**src/hdl/pivot_swaps_to_permutation_macros.svh**
```systemverilog
// ---------------------------------------------------------------------------
// Assertion macros for the pivot-swap to permutation block.
// Define NO_ASSERTIONS to compile them out.
// ---------------------------------------------------------------------------
`ifndef PIVOT_SWAPS_TO_PERMUTATION_MACROS_SVH
`define PIVOT_SWAPS_TO_PERMUTATION_MACROS_SVH
`ifndef NO_ASSERTIONS
`define PSP_ASSERT_IMPLY(name, clk, rst_n, cond, prop) \
	name: assert property (@(posedge clk) disable iff (!rst_n) (cond) |-> (prop)) \
		else $error("psp: same-cycle check failed");
`define PSP_ASSERT_NEXT(name, clk, rst_n, cond, prop) \
	name: assert property (@(posedge clk) disable iff (!rst_n) (cond) |=> (prop)) \
		else $error("psp: next-cycle check failed");
`else
`define PSP_ASSERT_IMPLY(name, clk, rst_n, cond, prop)
`define PSP_ASSERT_NEXT(name, clk, rst_n, cond, prop)
`endif
`endif

```
**src/hdl/psp_pkg.sv**
```systemverilog
`timescale 1ns / 1ps
// ---------------------------------------------------------------------------
// psp_pkg
// Shared widths and types of the pivot-swap to permutation block.
// ---------------------------------------------------------------------------
package psp_pkg;

	localparam int PIVOT_W = 11;	// 1-based pivot word
	localparam int POS_W   = 10;	// position / destination words
	localparam int EPOCH_W = 8;	// vector tag kept with each pending-table entry

	typedef logic [PIVOT_W-1:0] pivot_t;
	typedef logic [POS_W-1:0]   pos_t;

endpackage

```
**src/hdl/psp_front.sv**
```systemverilog
`timescale 1ns / 1ps
// ---------------------------------------------------------------------------
// psp_front
// Accepts pivot words, checks range and vector length, assigns the row
// index and hands the classified word to the queue.
// ---------------------------------------------------------------------------
module psp_front #(
	parameter int MAX_ROWS = 1024,
	parameter int IW       = 10,
	parameter int CW       = 11
) (
	input  logic            clk,
	input  logic            arst_n,
	input  logic            in_valid,
	output logic            in_ready,
	input  psp_pkg::pivot_t pivot,
	input  logic            last,
	output logic            item_valid,
	input  logic            item_ready,
	output logic [CW-1:0]   item_row,
	output logic [IW-1:0]   item_target,
	output logic            item_err,
	output logic            item_last
);

	localparam int CMPW = (CW > psp_pkg::PIVOT_W) ? CW : psp_pkg::PIVOT_W;

	logic [CW-1:0]   row_q;
	logic [CMPW-1:0] piv_ext;
	logic [CMPW-1:0] piv_m1;
	logic            accept;

	assign piv_ext = CMPW'(pivot);
	assign piv_m1  = piv_ext - CMPW'(1);

	assign in_ready    = item_ready;
	assign item_valid  = in_valid;
	assign item_row    = row_q;
	assign item_target = IW'(piv_m1);
	assign item_last   = last;
	assign item_err    = (pivot == '0) || (piv_ext > CMPW'(MAX_ROWS)) ||
	                     (row_q >= CW'(MAX_ROWS));
	assign accept      = in_valid && item_ready;

	// row index of the next word; a last word restarts it even on error
	always_ff @(posedge clk or negedge arst_n) begin
		if (!arst_n) begin
			row_q <= '0;
		end else if (accept) begin
			if (last) begin
				row_q <= '0;
			end else if (!item_err) begin
				row_q <= row_q + CW'(1);
			end
		end
	end

endmodule

```
**config.mk**
```make
export PLATFORM = sky130hd
export DESIGN_NAME = psp_front
export DESIGN_NICKNAME = d
export VERILOG_FILES = /design/src/hdl/pivot_swaps_to_permutation_macros.svh /design/src/hdl/psp_pkg.sv /design/src/hdl/psp_front.sv
export SDC_FILE = /design/constraint.sdc
export NUM_CORES = 1
export LEC_CHECK = 0
export ABC_AREA = 0
export ABC_CLOCK_PERIOD_IN_PS = 1900
export CAP_MARGIN = 20
export CORE_ASPECT_RATIO = 2
export CORE_UTILIZATION = 40
export DETAILED_ROUTE_END_ITERATION = 10
export DONT_BUFFER_PORTS = 1
export GPL_TIMING_DRIVEN = 0
export PLACE_DENSITY = 0.55
export SLEW_MARGIN = 20
export SYNTH_ARGS = -nofsm -noshare
export SYNTH_HDL_FRONTEND = slang
export SYNTH_SLANG_ARGS = --single-unit
```
**constraint.sdc**
```tcl
create_clock -name clk -period 1.9 [get_ports clk]
set_input_delay 0.19 -clock clk [delete_from_list [all_inputs] [get_ports clk]]
set_output_delay 0.19 -clock clk [all_outputs]
set_load 0.01 [all_outputs]
```
==> results.yml <==
status:
  status: "complete, no violations"
global_route:
  gr-total-overflow: 0
  grt_pass1_wl_um: 4450
  grt_max_degree: 12
  antenna_found_initial: 0
  grt_pass1_vias: 1033
  grt.total_usage: 0.226
logic_synthesis:
  ys_ff_latch: 11
  syn-num-nets: 149
  syn-cell-area_mm2: 0.00104
  async_flop_share: 1.00
  syn_inst: 130
  synth_edf_count: 0
  synth_flop_cell: "dfrtp_1"
  ys_seq_area_frac: 0.265
  syn_avg_cell_area_um2: 7.98
  netlist-cell-type-count: 37
  yosys_warnings: 0
final_layout:
  diodes: 0
  layout-drive-gt1-share: 0.222
  final_common_cell: "nor3_1"
  final_cell_mix: "nor3_1, nand2_1, dfrtp_1, nand3_1, inv_1"
  nets: 155
  syn_to_final_growth_pct: 12.3
  largest_reg_flops: 11
floorplanning:
  fp.dieW_um: 38.0
  fp-row-count: 25
  die_y_um: 74.0
  core-area_mm2: 0.00241
  io_pins: 41
  dieArea_mm2: 0.00281
  start_util: 0.431
pwr:
  vdd_ir_drop_max_uv: 337
  p_leak_nw: 0.473
  power_density_mw_per_mm2: 727
  switching_share: 0.378
  clkPwrFrac: 0.289
  seq_power_share: 0.463
  power_uw: 847
  switchingPower_uw: 320
  combPwrFrac: 0.247
  intPower_uw: 527
cts:
  post_cts_buffers: 0
  cts_buffers: 3
  htree_num_levels: 1
  insertion_delay_ns: 0.24
  path_clk_slew_ns: 0.05
  clk_path_buf_depth: 2
  cts.sinks: 11
  cts_tree: "yes"
  cts-root-buf: "clkbuf_8"
drt:
  ant_nets: 0
  first_pass_iters: 4
  routedWlPerCell_um: 18.1
  viasPerCell: 6.48
  totalWireLength_um: 2940
  drc_errors: 0
  drt_iter0_drc: 42
  route.vias.total: 1050
place:
  post-place-ws_ns: -0.235
  gp_congestion: 0.851
  place_hpwl_um: 2200
  numPortBuffers: 0
timing:
  rsz0062_at_grt: "no"
  finalCriticalPeriod_ns: 1.83
  period_share: 0.965
  worstMarginPinSlew_ns: 0.582
  finalSetupViolations: 0
  finalHoldViolCount: 0
  drv_slew: 0
  relSlewSlack: 0.610
  clock_skew_ns: 0.00490
  fin_ws_ns: 0.0659
  fmax_mhz: 545
hold_path:
  holdCritStartpoint: "item_ready"
  holdCritPathClass: "input port to register"
flow_run:
  maxCapViolations: 0
worst_setup_path:
  crit_path_start_kind: "register"
  worstSetupEndpointType: "output port"
  critical_path_arrival_ns: 1.64
  path_class: "register to output port"
  required_ns: 1.71
  critPathLaunch: "item_row[10]"
  timing.rr.start: "item_row[10]"
  critPathMaxFanout: 10
synth_stat cells, types with 2 or more instances:
cell,instances,area (um^2)
xnor2_1,4,35.0
a221o_1,4,40.0
nand3_1,9,45.0
nor4_1,4,25.0
or4_4,3,33.8
o31ai_1,2,15.0
nor2_1,6,22.5
ha_1,3,37.5
xor2_1,4,35.0
buf_2,5,25.0
nand4_1,6,37.5
inv_1,10,37.5
nor3_1,13,65.1
and3_2,3,22.5
a311o_1,2,20.0
nand2_1,12,45.0
and4b_1,2,20.0
nand2b_1,4,25.0
dfrtp_1,11,275
buf_4,3,22.5
a31oi_1,4,25.0
metal layers:
layer,routed length (um),global-route usage,vias up
met5,0,0,-
met4,66,0.119,0
met3,192,0.0478,8
met2,1670,0.431,44
met1,1010,0.210,507
li1,-,-,491
cell type report:
class,count,area [um^2]
fillers,255,1240
multi-input cells,99,689
flip-flops and latches,11,277
plain buffers,10,68.8
clock buffers,4,45.0
inverters,10,41.3
well taps,27,33.8
repair buffers,1,10.0
cell families (layout without fill, tap and decap cells):
logic type / count (synthesis) / count (layout) / share of synthesized area
AO/OA/AOI/OAI: 20 / 20 / 0.162
XOR/XNOR: 8 / 8 / 0.0675
adder cells (fa/ha/maj): 3 / 3 / 0.0362
buffers and inverters: 20 / 25 / 0.0965
flip-flops: 11 / 11 / 0.265
AND/OR/NAND/NOR: 68 / 68 / 0.373
worst paths after layout:
check / to / slack (ns) / cells past startpoint
hold / removal: item_row[10] / 0.06 / 1
hold reg to reg: item_row[9] / 0.65 / 2
setup / recovery: item_err / 0.07 / 5
setup reg to reg: item_row[0] / 0.09 / 5
max in group asynchronous: item_row[0] / 1.11 / 1
min in group asynchronous: item_row[7] / 0.38 / 1
critical path, cell delays in order, from the launching register on:
cell and delay (ns):
dfrtp_1 0.42, buf_6 0.16, nand2b_1 0.15, or4_4 0.48, nand2_2 0.12, inv_1 0.08
power groups by stage:
stage | registers [mW] | clock network, mW | logic [mW]
after CTS | 0.390 | 0.251 | 0.210
after global placement | 0.392 | 0 | 0.192
after floorplan | 0.369 | 0 | 0.168
after detailed placement | 0.395 | 0 | 0.203
final | 0.393 | 0.245 | 0.210
after global routing | 0.405 | 0.264 | 0.238
metrics by stage:
stage	cell area [um^2]	utilization	TNS, ns	hold WS, ns	cells
final	1160	0.484	0	0.0560	162
after global routing	1160	0.484	0	0.0652	162
after CTS	1150	0.477	0	0.0561	162
after detailed placement	1090	0.452	-1.03	-0.105	157
after global placement	1090	0.452	-0.748	-0.105	157
after floorplan	1050	-	0	-0.106	130
timing repair:
item                                   4_1_cts  5_1_grt
setup endpoints to repair                    2        3
pin swaps                                    1        0
endpoints found under the hold margin       11        0
hold buffers                                 1        0
gates resized for setup                      2        4
Note: power is estimated with default switching activity, not from simulation.
