## src/hdl/pivot_swaps_to_permutation_macros.svh

```systemverilog
// ---------------------------------------------------------------------------
// Assertion macros for the pivot-swap to permutation block.
// Define NO_ASSERTIONS to compile them out.
// ---------------------------------------------------------------------------
`ifndef PIVOT_SWAPS_TO_PERMUTATION_MACROS_SVH
`define PIVOT_SWAPS_TO_PERMUTATION_MACROS_SVH
`ifndef NO_ASSERTIONS
`define PSP_ASSERT_IMPLY(name, clk, rst_n, cond, prop) \
	name: assert property (@(posedge clk) disable iff (!rst_n) (cond) |-> (prop)) \
		else $error("psp: same-cycle check failed");
`define PSP_ASSERT_NEXT(name, clk, rst_n, cond, prop) \
	name: assert property (@(posedge clk) disable iff (!rst_n) (cond) |=> (prop)) \
		else $error("psp: next-cycle check failed");
`else
`define PSP_ASSERT_IMPLY(name, clk, rst_n, cond, prop)
`define PSP_ASSERT_NEXT(name, clk, rst_n, cond, prop)
`endif
`endif

```

## src/hdl/psp_queue.sv

```systemverilog
`timescale 1ns / 1ps
// ---------------------------------------------------------------------------
// psp_queue
// Two-entry FIFO between the classify front and the table back end.
// ---------------------------------------------------------------------------
module psp_queue #(
	parameter int DW = 8
) (
	input  logic          clk,
	input  logic          arst_n,
	input  logic          push_valid,
	output logic          push_ready,
	input  logic [DW-1:0] push_data,
	output logic          pop_valid,
	input  logic          pop_ready,
	output logic [DW-1:0] pop_data
);

	logic [DW-1:0] slot_q [2];
	logic          wr_ptr_q;
	logic          rd_ptr_q;
	logic [1:0]    cnt_q;
	logic          push;
	logic          pop;

	assign push_ready = (cnt_q != 2'd2);
	assign pop_valid  = (cnt_q != 2'd0);
	assign pop_data   = slot_q[rd_ptr_q];
	assign push       = push_valid && push_ready;
	assign pop        = pop_valid && pop_ready;

	always_ff @(posedge clk) begin
		if (push) begin
			slot_q[wr_ptr_q] <= push_data;
		end
	end

	always_ff @(posedge clk or negedge arst_n) begin
		if (!arst_n) begin
			wr_ptr_q <= 1'b0;
			rd_ptr_q <= 1'b0;
			cnt_q    <= 2'd0;
		end else begin
			if (push) begin
				wr_ptr_q <= ~wr_ptr_q;
			end
			if (pop) begin
				rd_ptr_q <= ~rd_ptr_q;
			end
			unique case ({push, pop})
				2'b10:   cnt_q <= cnt_q + 2'd1;
				2'b01:   cnt_q <= cnt_q - 2'd1;
				default: cnt_q <= cnt_q;
			endcase
		end
	end

endmodule

```

## config.mk

```make
export PLATFORM = sky130hd
export DESIGN_NAME = psp_queue
export DESIGN_NICKNAME = d
export VERILOG_FILES = /design/src/hdl/pivot_swaps_to_permutation_macros.svh /design/src/hdl/psp_queue.sv
export SDC_FILE = /design/constraint.sdc
export NUM_CORES = 1
export LEC_CHECK = 0
export ABC_AREA = 1
export BUFFER_PORTS_ARGS = -buffer_cell sky130_fd_sc_hd__buf_2
export CORE_MARGIN = 5
export CORE_UTILIZATION = 35
export DETAILED_ROUTE_END_ITERATION = 8
export SLEW_MARGIN = 10
export SYNTH_ARGS = -nofsm -noshare
export SYNTH_HDL_FRONTEND = slang
export SYNTH_SLANG_ARGS = --single-unit
```

## constraint.sdc

```tcl
create_clock -name clk -period 1.5 [get_ports clk]
set_input_delay 0.3 -clock clk [delete_from_list [all_inputs] [get_ports clk]]
set_output_delay 0.3 -clock clk [all_outputs]
set_load 0.005 [all_outputs]
```

==> results.toml, run 1 <==
[logic_synthesis]
synthesis.area_sq_um = 820.8
synth.distinct_cells = 15
syn_nets = 84
ys_ff_latch = 20
synth_top_area_cell = "edfxtp_1"
yosys_warnings = 0
synthTopCellsByArea = "edfxtp_1, nand2_1, dfrtp_1"
yosysSeqAreaShare = 0.7073
avgSynthCellArea_sq_um = 11.56
synth_top_area_share = 0.5854
syn_inst = 71

[cells_and_area]
layout_commonest_cell = "nand2_1"
area_growth_pct = 30.18
fin_cells = 130
fin_util = 0.4784
nets = 116
layout_common_cells = "nand2_1, buf_2, edfxtp_1"
drive_above_1_share = 0.3922
n_antenna_cell = 0

[setup_path]
worst-endpoint-required_ps = 1200
critPathCaptureType = "primary output"
startpoint_type = "flop"
crit_type = "flop to primary output"
path_max_fanout = 5
crit_arrival_ps = 1130

[pwr]
p_leak_nw = 0.5029
total_power_mw = 2.076
p_per_area_mw_per_mm2 = 1943
ir_drop_v = 0.001032

[route]
routed.top_layer = "met4"
drt-initial-drc-count = 12
vias_per_cell = 4.338
firstDrtPassIters = 4
m1WireLength_um = 550
wl_met2_um = 783
wl_per_cell_um = 11.14
wl_met3_um = 96
vias = 564
ant_nets = 0
wl_um = 1448
drc = 0

[clock_network]
worstSkewPairLatency_ps = 290
cts.path.max_buffers = 2
cts.sinks = 20
cts_made_buffers = 3
cts_root_buf = "clkbuf_4"
h-tree-depth = 1
cts_tree = "yes"
clkTransAtPathRegs_ps = 110

[timing]
setup_tns_ps = 0
fin_ws_ps = 69.53
finalSetupViolCount = 0
hold_viol_final = 0
tightest_slew_ps = 274.8
slew_headroom = 0.8164
fmax_mhz = 699.1
layout_min_cycle_time_ps = 1430
period_share = 0.9536
rsz0062_at_grt = "no"
skew_ps = 2.190
maxSlewViolCount = 0

[floorplanning]
ioPinCount = 22
die_w_um = 58.43
start_util = 0.3675
dieHeight_um = 58.43
core_sq_mm = 0.002233
fp.dieArea_sq_mm = 0.003413
rows = 17

[run]
max-cap-violations = 0

[placement]
dp_hpwl_um = 1064
finalWeightedCongestion = 0.7062
dp.cells = 122
pre_cts_ws_ps = 83.83
port_buffers = 21

[global_routing]
grt_max_degree = 13
grt_pass1_wl_um = 2256
grt_util_all_layers = 0.09192
grt_remaining_overflow = 0
grt_pass1_vias = 550
antenna_found_initial = 0

[hold_path]
min_path_type = "primary input to flop"

[status]
status = "finished clean"
[sequential cells by signal, indices dropped and copies added (netlist names)]
| register | count |
|---|---|
| slot_q | 16 |
| cnt_q | 2 |
| rd_ptr_q | 1 |
| wr_ptr_q | 1 |
[routing by layer]
metal	track usage	vias up
li1	-	294
met2	0.1738	14
met1	0.08647	254
met4	0.04967	0
met5	0	-
met3	0.02851	2
[metrics by stage]
step	instance area, sq um	hold slack, ps
after global routing	1069	171.9
after CTS	1039	182.6
after detailed placement	975.9	116.4
after global placement	975.9	114.6
final	1069	190.5
after floorplan	820.8	4.409
[cells by family (layout without fill, tap and decap cells)]
kind of cell / Yosys count / in the layout / share of synthesized area
AND/OR/NAND/NOR: 40 / 40 / 0.2195
adder cells (fa/ha/maj): 1 / 1 / 0.01524
flip-flops: 20 / 20 / 0.7073
AO/OA/AOI/OAI: 1 / 1 / 0.006092
buffers and inverters: 8 / 39 / 0.04117
XOR/XNOR: 1 / 1 / 0.01067
[critical path, stage by stage, from the launching register on]
cell	delay, ps
dfrtp_2	470
buf_6	150
nand2_1	60
nand2_1	50
buf_2	120
[area by class of cell]
| class | instances | area [sq um] |
|---|---|---|
| inverters | 7 | 28.78 |
| multi-input cells | 43 | 206.4 |
| fillers | 213 | 1165 |
| clock inverters | 1 | 30.03 |
| flip-flops and latches | 20 | 581.8 |
| repair buffers | 28 | 163.9 |
| clock buffers | 3 | 22.52 |
| well taps | 28 | 35.03 |
[power breakdown]
| part | internal (mW) | switching, mW |
|---|---|---|
| clock network | 0.270 | 0.154 |
| registers | 0.774 | 0.0866 |
| logic | 0.356 | 0.435 |
| total | 1.40 | 0.676 |
[what timing repair did]
| item | 4_1_cts | 5_1_grt |
|---|---|---|
| endpoints found under the hold margin | 4 | 0 |
| resized for setup | 0 | 5 |
| hold buffers | 1 | 0 |
| endpoints found under the setup margin | 1 | 9 |
| buffers inserted | 0 | 3 |
[Yosys cell counts, drive strengths merged]
library cell	n
inv	7
dfrtp	4
nor2	3
edfxtp	16
ha	1
nand4	1
nand3	2
nand2	34
buf	1
a21oi	1
xnor2	1
[final timing paths]
path	from	to	slack (ps)	cells after the start
setup / recovery	rd_ptr_q$_DFFE_PN0P_	pop_data[4]	70	4
hold / removal	push_data[2]	slot_q[1][2]$_DFFE_PP_	190	1
setup reg to reg	cnt_q[1]$_DFFE_PN0P_	cnt_q[1]$_DFFE_PN0P_	90	8
hold reg to reg	wr_ptr_q$_DFFE_PN0P_	wr_ptr_q$_DFFE_PN0P_	530	2
max in group asynchronous	arst_n	rd_ptr_q$_DFFE_PN0P_	1010	2
min in group asynchronous	arst_n	cnt_q[0]$_DFFE_PN0P_	350	2
No activity file was read; power rests on OpenSTA's default activity.
==> inputs of run 2 (changes only) <==
GPL_TIMING_DRIVEN = 0   (was default)
SETUP_SLACK_MARGIN = 0.05   (was default)
==> run 2 against run 1 <==
Effect of this change: non-clock buffer count decreased by 4; final cell count decreased by 2.3%; utilization shrank 0.90 points; register-to-register slack improved by 40 ps; flip-flop and latch count unchanged; wire length is 3.0% lower; clock power rose by 1%; clock skew is 2.7 ps higher; critical path depth is 1 higher; setup slack better by 17 ps; critical endpoint is now pop_data[0].
==> results.toml, run 2 (synthesis gave the netlist of run 1 again) <==
[route]
drt-initial-drc-count = 11
vias_per_cell = 4.315
firstDrtPassIters = 4
wl_per_cell_um = 11.06
drc = 0
ant_nets = 0
wl_um = 1404
vias = 548

[timing]
slew_headroom = 0.6806
hold_viol_final = 0
maxSlewViolCount = 0
fin_ws_ps = 86.71
fmax_mhz = 707.6
period_share = 0.9422
finalSetupViolCount = 0
skew_ps = 4.885
rsz0062_at_grt = "yes"
tightest_slew_ps = 478.5
layout_min_cycle_time_ps = 1413

[setup_path]
cp_slowest_cell = "dfrtp_1"
critPathCaptureType = "primary output"
startpoint_type = "flop"
critPathBufInv = 3
crit_family = "flip-flops"
crit_arrival_ps = 1110
crit_path_max_incr_delay_ps = 390
crit_type = "flop to primary output"
path_max_fanout = 11
worst-endpoint-required_ps = 1200
timing.critical_path.mode_cell = "nand2_1"
path_cells = "buf_6 -> inv_6 -> nand2_1 -> nand2_1 -> buf_2"

[cells_and_area]
nets = 113
drive_above_1_share = 0.3737
top_register = "slot_q"
layout_common_cells = "nand2_1, buf_2, edfxtp_1"
n_antenna_cell = 0
nFillCells = 222
reg_top3 = "slot_q x16, cnt_q x2"
fin_util = 0.4695
largest_reg_flops = 16
layout_commonest_cell = "nand2_1"
area_growth_pct = 27.74

[pwr]
p_per_area_mw_per_mm2 = 1945
p_leak_nw = 0.4879
ir_drop_v = 0.0009395

[floorplanning]
die_w_um = 58.43
rows = 17
start_util = 0.3675
fp.dieArea_sq_mm = 0.003413
ioPinCount = 22
core_sq_mm = 0.002233
dieHeight_um = 58.43

[placement]
dp_hpwl_um = 994.8
finalWeightedCongestion = 0.7422
port_buffers = 21
pre_cts_ws_ps = -79.00

[clock_network]
cts_made_buffers = 3
cts.sinks = 20
cts_root_buf = "clkbuf_4"
worstSkewPairLatency_ps = 290
clkTransAtPathRegs_ps = 110
cts.path.max_buffers = 2
h-tree-depth = 1
cts_tree = "yes"

[hold_path]
min_path_type = "primary input to flop"

[global_routing]
grt_pass1_wl_um = 2311
grt_util_all_layers = 0.09183
grt_pass1_vias = 546
grt_remaining_overflow = 0
antenna_found_initial = 0
grt_max_degree = 13

[status]
status = "finished clean"

[run]
max-cap-violations = 0
[run 2: cell types whose count changed in the layout (fill, tap and decap cells not counted), sizes merged]
| cell | change |
|---|---|
| inv | +1 |
| buf | -4 |
[run 2: report_power, final]
group	leakage [nW]	switching, mW	internal [mW]
combinational	0.264	0.457	0.315
clock	0.0279	0.160	0.270
sequential	0.196	0.0657	0.772
total	0.488	0.683	1.36
[run 2: repair_timing]
action	in CTS	in global routing
gates resized for setup	4	3
endpoints found under the setup margin	16	17
gates cloned	1	0
setup buffers	0	1
endpoints found under the hold margin	4	0
hold buffers	1	0
[run 2: area by class of cell]
class                   instances  area [sq um]  area share
well taps                      28         35.03     0.03341
repair buffers                 23         122.6      0.1169
inverters                       7         31.28     0.02983
clock buffers                   3         22.52     0.02148
multi-input cells              43         209.0      0.1993
plain buffers                   1         11.26     0.01074
flip-flops and latches         20         580.6      0.5537
clock inverters                 1         30.03     0.02864
repair inverters                1         6.256    0.005967
[run 2: metal layers]
layer,wire length (um),global-route usage,vias up
li1,-,-,285
met2,719,0.1659,12
met1,577,0.1001,249
met3,100,0.02412,2
met4,7,0.03974,0
met5,0,0,-
[run 2: path summary, 6_finish.rpt]
path                                       from                endpoint  slack [ps]  cells after the start
max                        rd_ptr_q$_DFFE_PN0P_             pop_data[0]          90                      5
max reg2reg                cnt_q[1]$_DFFE_PN0P_    cnt_q[1]$_DFFE_PN0P_         130                      9
min                                push_data[7]  slot_q[0][7]$_DFFE_PP_         190                      1
min reg2reg                wr_ptr_q$_DFFE_PN0P_    wr_ptr_q$_DFFE_PN0P_         560                      2
min in group asynchronous                arst_n    cnt_q[0]$_DFFE_PN0P_         350                      2
max in group asynchronous                arst_n    rd_ptr_q$_DFFE_PN0P_        1030                      2
[run 2: metrics by stage]
| stage | area [sq um] | cells | hold slack, ps | power, mW | TNS [ps] |
|---|---|---|---|---|---|
| after detailed placement | 960.9 | 120 | 113.3 | 1.559 | -630.1 |
| after global placement | 960.9 | 120 | 112.7 | 1.536 | -222.2 |
| final | 1049 | 127 | 188.7 | 2.039 | 0 |
| after floorplan | 820.8 | 71 | 4.409 | 1.301 | 0 |
| after CTS | 1039 | 126 | 184.0 | 2.032 | 0 |
| after global routing | 1049 | 127 | 168.6 | 2.190 | 0 |
==> inputs of run 3 (changes only) <==
CORE_ASPECT_RATIO = 1.1   (was default)
SLEW_MARGIN = default   (was 10)
==> run 3 against run 2 <==
Effect of this change: critical path depth did not move; sequential share of layout area down 0.72 points; total power decreased by 5.0%; largest power group is now combinational cells; non-clock buffer count up 2; clock power is 43% lower; count of clock-buffer cells in the layout unchanged.
==> results.toml, run 3 (synthesis gave the netlist of run 1 again) <==
[global_routing]
grt_max_degree = 12
grt_pass1_wl_um = 2187
grt_remaining_overflow = 0
grt_pass1_vias = 547
grt_util_all_layers = 0.08620
antenna_found_initial = 0

[clock_network]
h-tree-depth = 1
cts_root_buf = "clkbuf_4"
cts.path.max_buffers = 2
worstSkewPairLatency_ps = 280
cts.sinks = 20
clkTransAtPathRegs_ps = 100
cts_made_buffers = 3
cts_tree = "yes"

[setup_path]
critPathCaptureType = "primary output"
cp_slowest_cell = "dfrtp_1"
crit_type = "flop to primary output"
crit_family = "flip-flops"
worst-endpoint-required_ps = 1200
critPathBufInv = 3
crit_arrival_ps = 1090
path_cells = "buf_6 -> inv_6 -> nand2_2 -> nand2_1 -> buf_2"
startpoint_type = "flop"
crit_path_max_incr_delay_ps = 400
path_max_fanout = 6

[run]
max-cap-violations = 0

[route]
vias_per_cell = 4.275
firstDrtPassIters = 3
wl_per_cell_um = 10.99
wl_met3_um = 80
vias = 560
m1WireLength_um = 602
ant_nets = 0
routed.top_layer = "met3"
drt-initial-drc-count = 13
drc = 0
wl_met2_um = 757
wl_um = 1440

[pwr]
swShare = 0.3622
pwr-share-seq = 0.435
combPwrFrac = 0.439
switching_power_mw = 0.7018
p_leak_nw = 0.4879
p_int_mw = 1.236
power_frac_clock = 0.126
ir_drop_v = 0.0008377
p_per_area_mw_per_mm2 = 1824

[cells_and_area]
n_antenna_cell = 0
area_growth_pct = 29.42
top_register = "slot_q"
nFillCells = 223
nets = 115
largest_reg_flops = 16
regArea_sq_um = 580.6
reg_top3 = "slot_q x16, cnt_q x2"
layout_common_cells = "nand2_1, buf_2, edfxtp_1"
layout_commonest_cell = "nand2_1"
multi_input_area_sq_um = 229.0
drive_above_1_share = 0.4059
fin_util = 0.4717

[placement]
dp_hpwl_um = 969.1
finalWeightedCongestion = 0.7805
port_buffers = 21

[timing]
slew_headroom = 0.6956
skew_ps = 0.8820
rsz0062_at_grt = "yes"
finalSetupViolCount = 0
fmax_mhz = 718.2
tightest_slew_ps = 456.1
setup_tns_ps = 0
hold_viol_final = 0
layout_min_cycle_time_ps = 1392
period_share = 0.9282
maxSlewViolCount = 0

[status]
status = "finished clean"

[floorplanning]
dieHeight_um = 60.79
rows = 18
core_sq_mm = 0.002252
fp.dieArea_sq_mm = 0.003415
die_w_um = 56.17
start_util = 0.3644
ioPinCount = 22

[hold_path]
min_path_type = "primary input to flop"
[run 3: layer usage]
metal  track usage  up-vias
met4       0.04068        0
li1              -      291
met1       0.08835      255
met2        0.1653       14
met3       0.02340        0
met5             0        -
[run 3: metrics by stage]
stage / area [sq um] / total power [mW] / setup WS [ps] / hold slack (ps) / instances
6_report: 1062 / 1.937 / 107.6 / 195.0 / 131
5_1_grt: 1062 / 2.087 / 22.21 / 178.3 / 131
4_1_cts: 1007 / 1.818 / 45.33 / 185.9 / 127
3_5_place_dp: 963.4 / 1.551 / -43.66 / 116.3 / 122
3_3_place_gp: 963.4 / 1.540 / -69.90 / 113.8 / 122
2_1_floorplan: 820.8 / 1.301 / 188.2 / 4.409 / 71
[run 3: layout make-up]
class | count | area share
Sequential cell | 20 | 0.5465
Multi-Input combinational cell | 43 | 0.2155
Timing Repair Buffer | 25 | 0.1272
Tap cell | 30 | 0.03534
Inverter | 7 | 0.03180
Clock buffer | 3 | 0.02120
Buffer | 1 | 0.01060
Timing Repair inverter | 1 | 0.008245
Clock inverter | 1 | 0.003534
[run 3: power groups by stage]
stage          registers [mW]  logic (mW)  clock network, mW
2_1_floorplan           0.837       0.464                  0
3_3_place_gp            0.844       0.697                  0
5_1_grt                 0.859       0.944              0.284
4_1_cts                 0.837       0.727              0.254
3_5_place_dp            0.846       0.704                  0
6_report                0.842       0.851              0.244
[run 3: worst paths after layout]
check / startpoint / end / slack [ps] / cells past startpoint
setup / recovery: rd_ptr_q$_DFFE_PN0P_ / pop_data[3] / 110 / 5
hold / removal: push_data[5] / slot_q[0][5]$_DFFE_PP_ / 200 / 1
setup reg to reg: cnt_q[1]$_DFFE_PN0P_ / slot_q[0][1]$_DFFE_PP_ / 170 / 3
hold reg to reg: wr_ptr_q$_DFFE_PN0P_ / wr_ptr_q$_DFFE_PN0P_ / 560 / 2
max in group asynchronous: arst_n / cnt_q[0]$_DFFE_PN0P_ / 1040 / 2
min in group asynchronous: arst_n / cnt_q[1]$_DFFE_PN0P_ / 340 / 2
[run 3: timing repair]
action	CTS	global route
endpoints found under the hold margin	4	0
resized for setup	3	8
buffers inserted	0	2
setup endpoints to repair	16	9
hold buffers	1	0
cloned	0	2
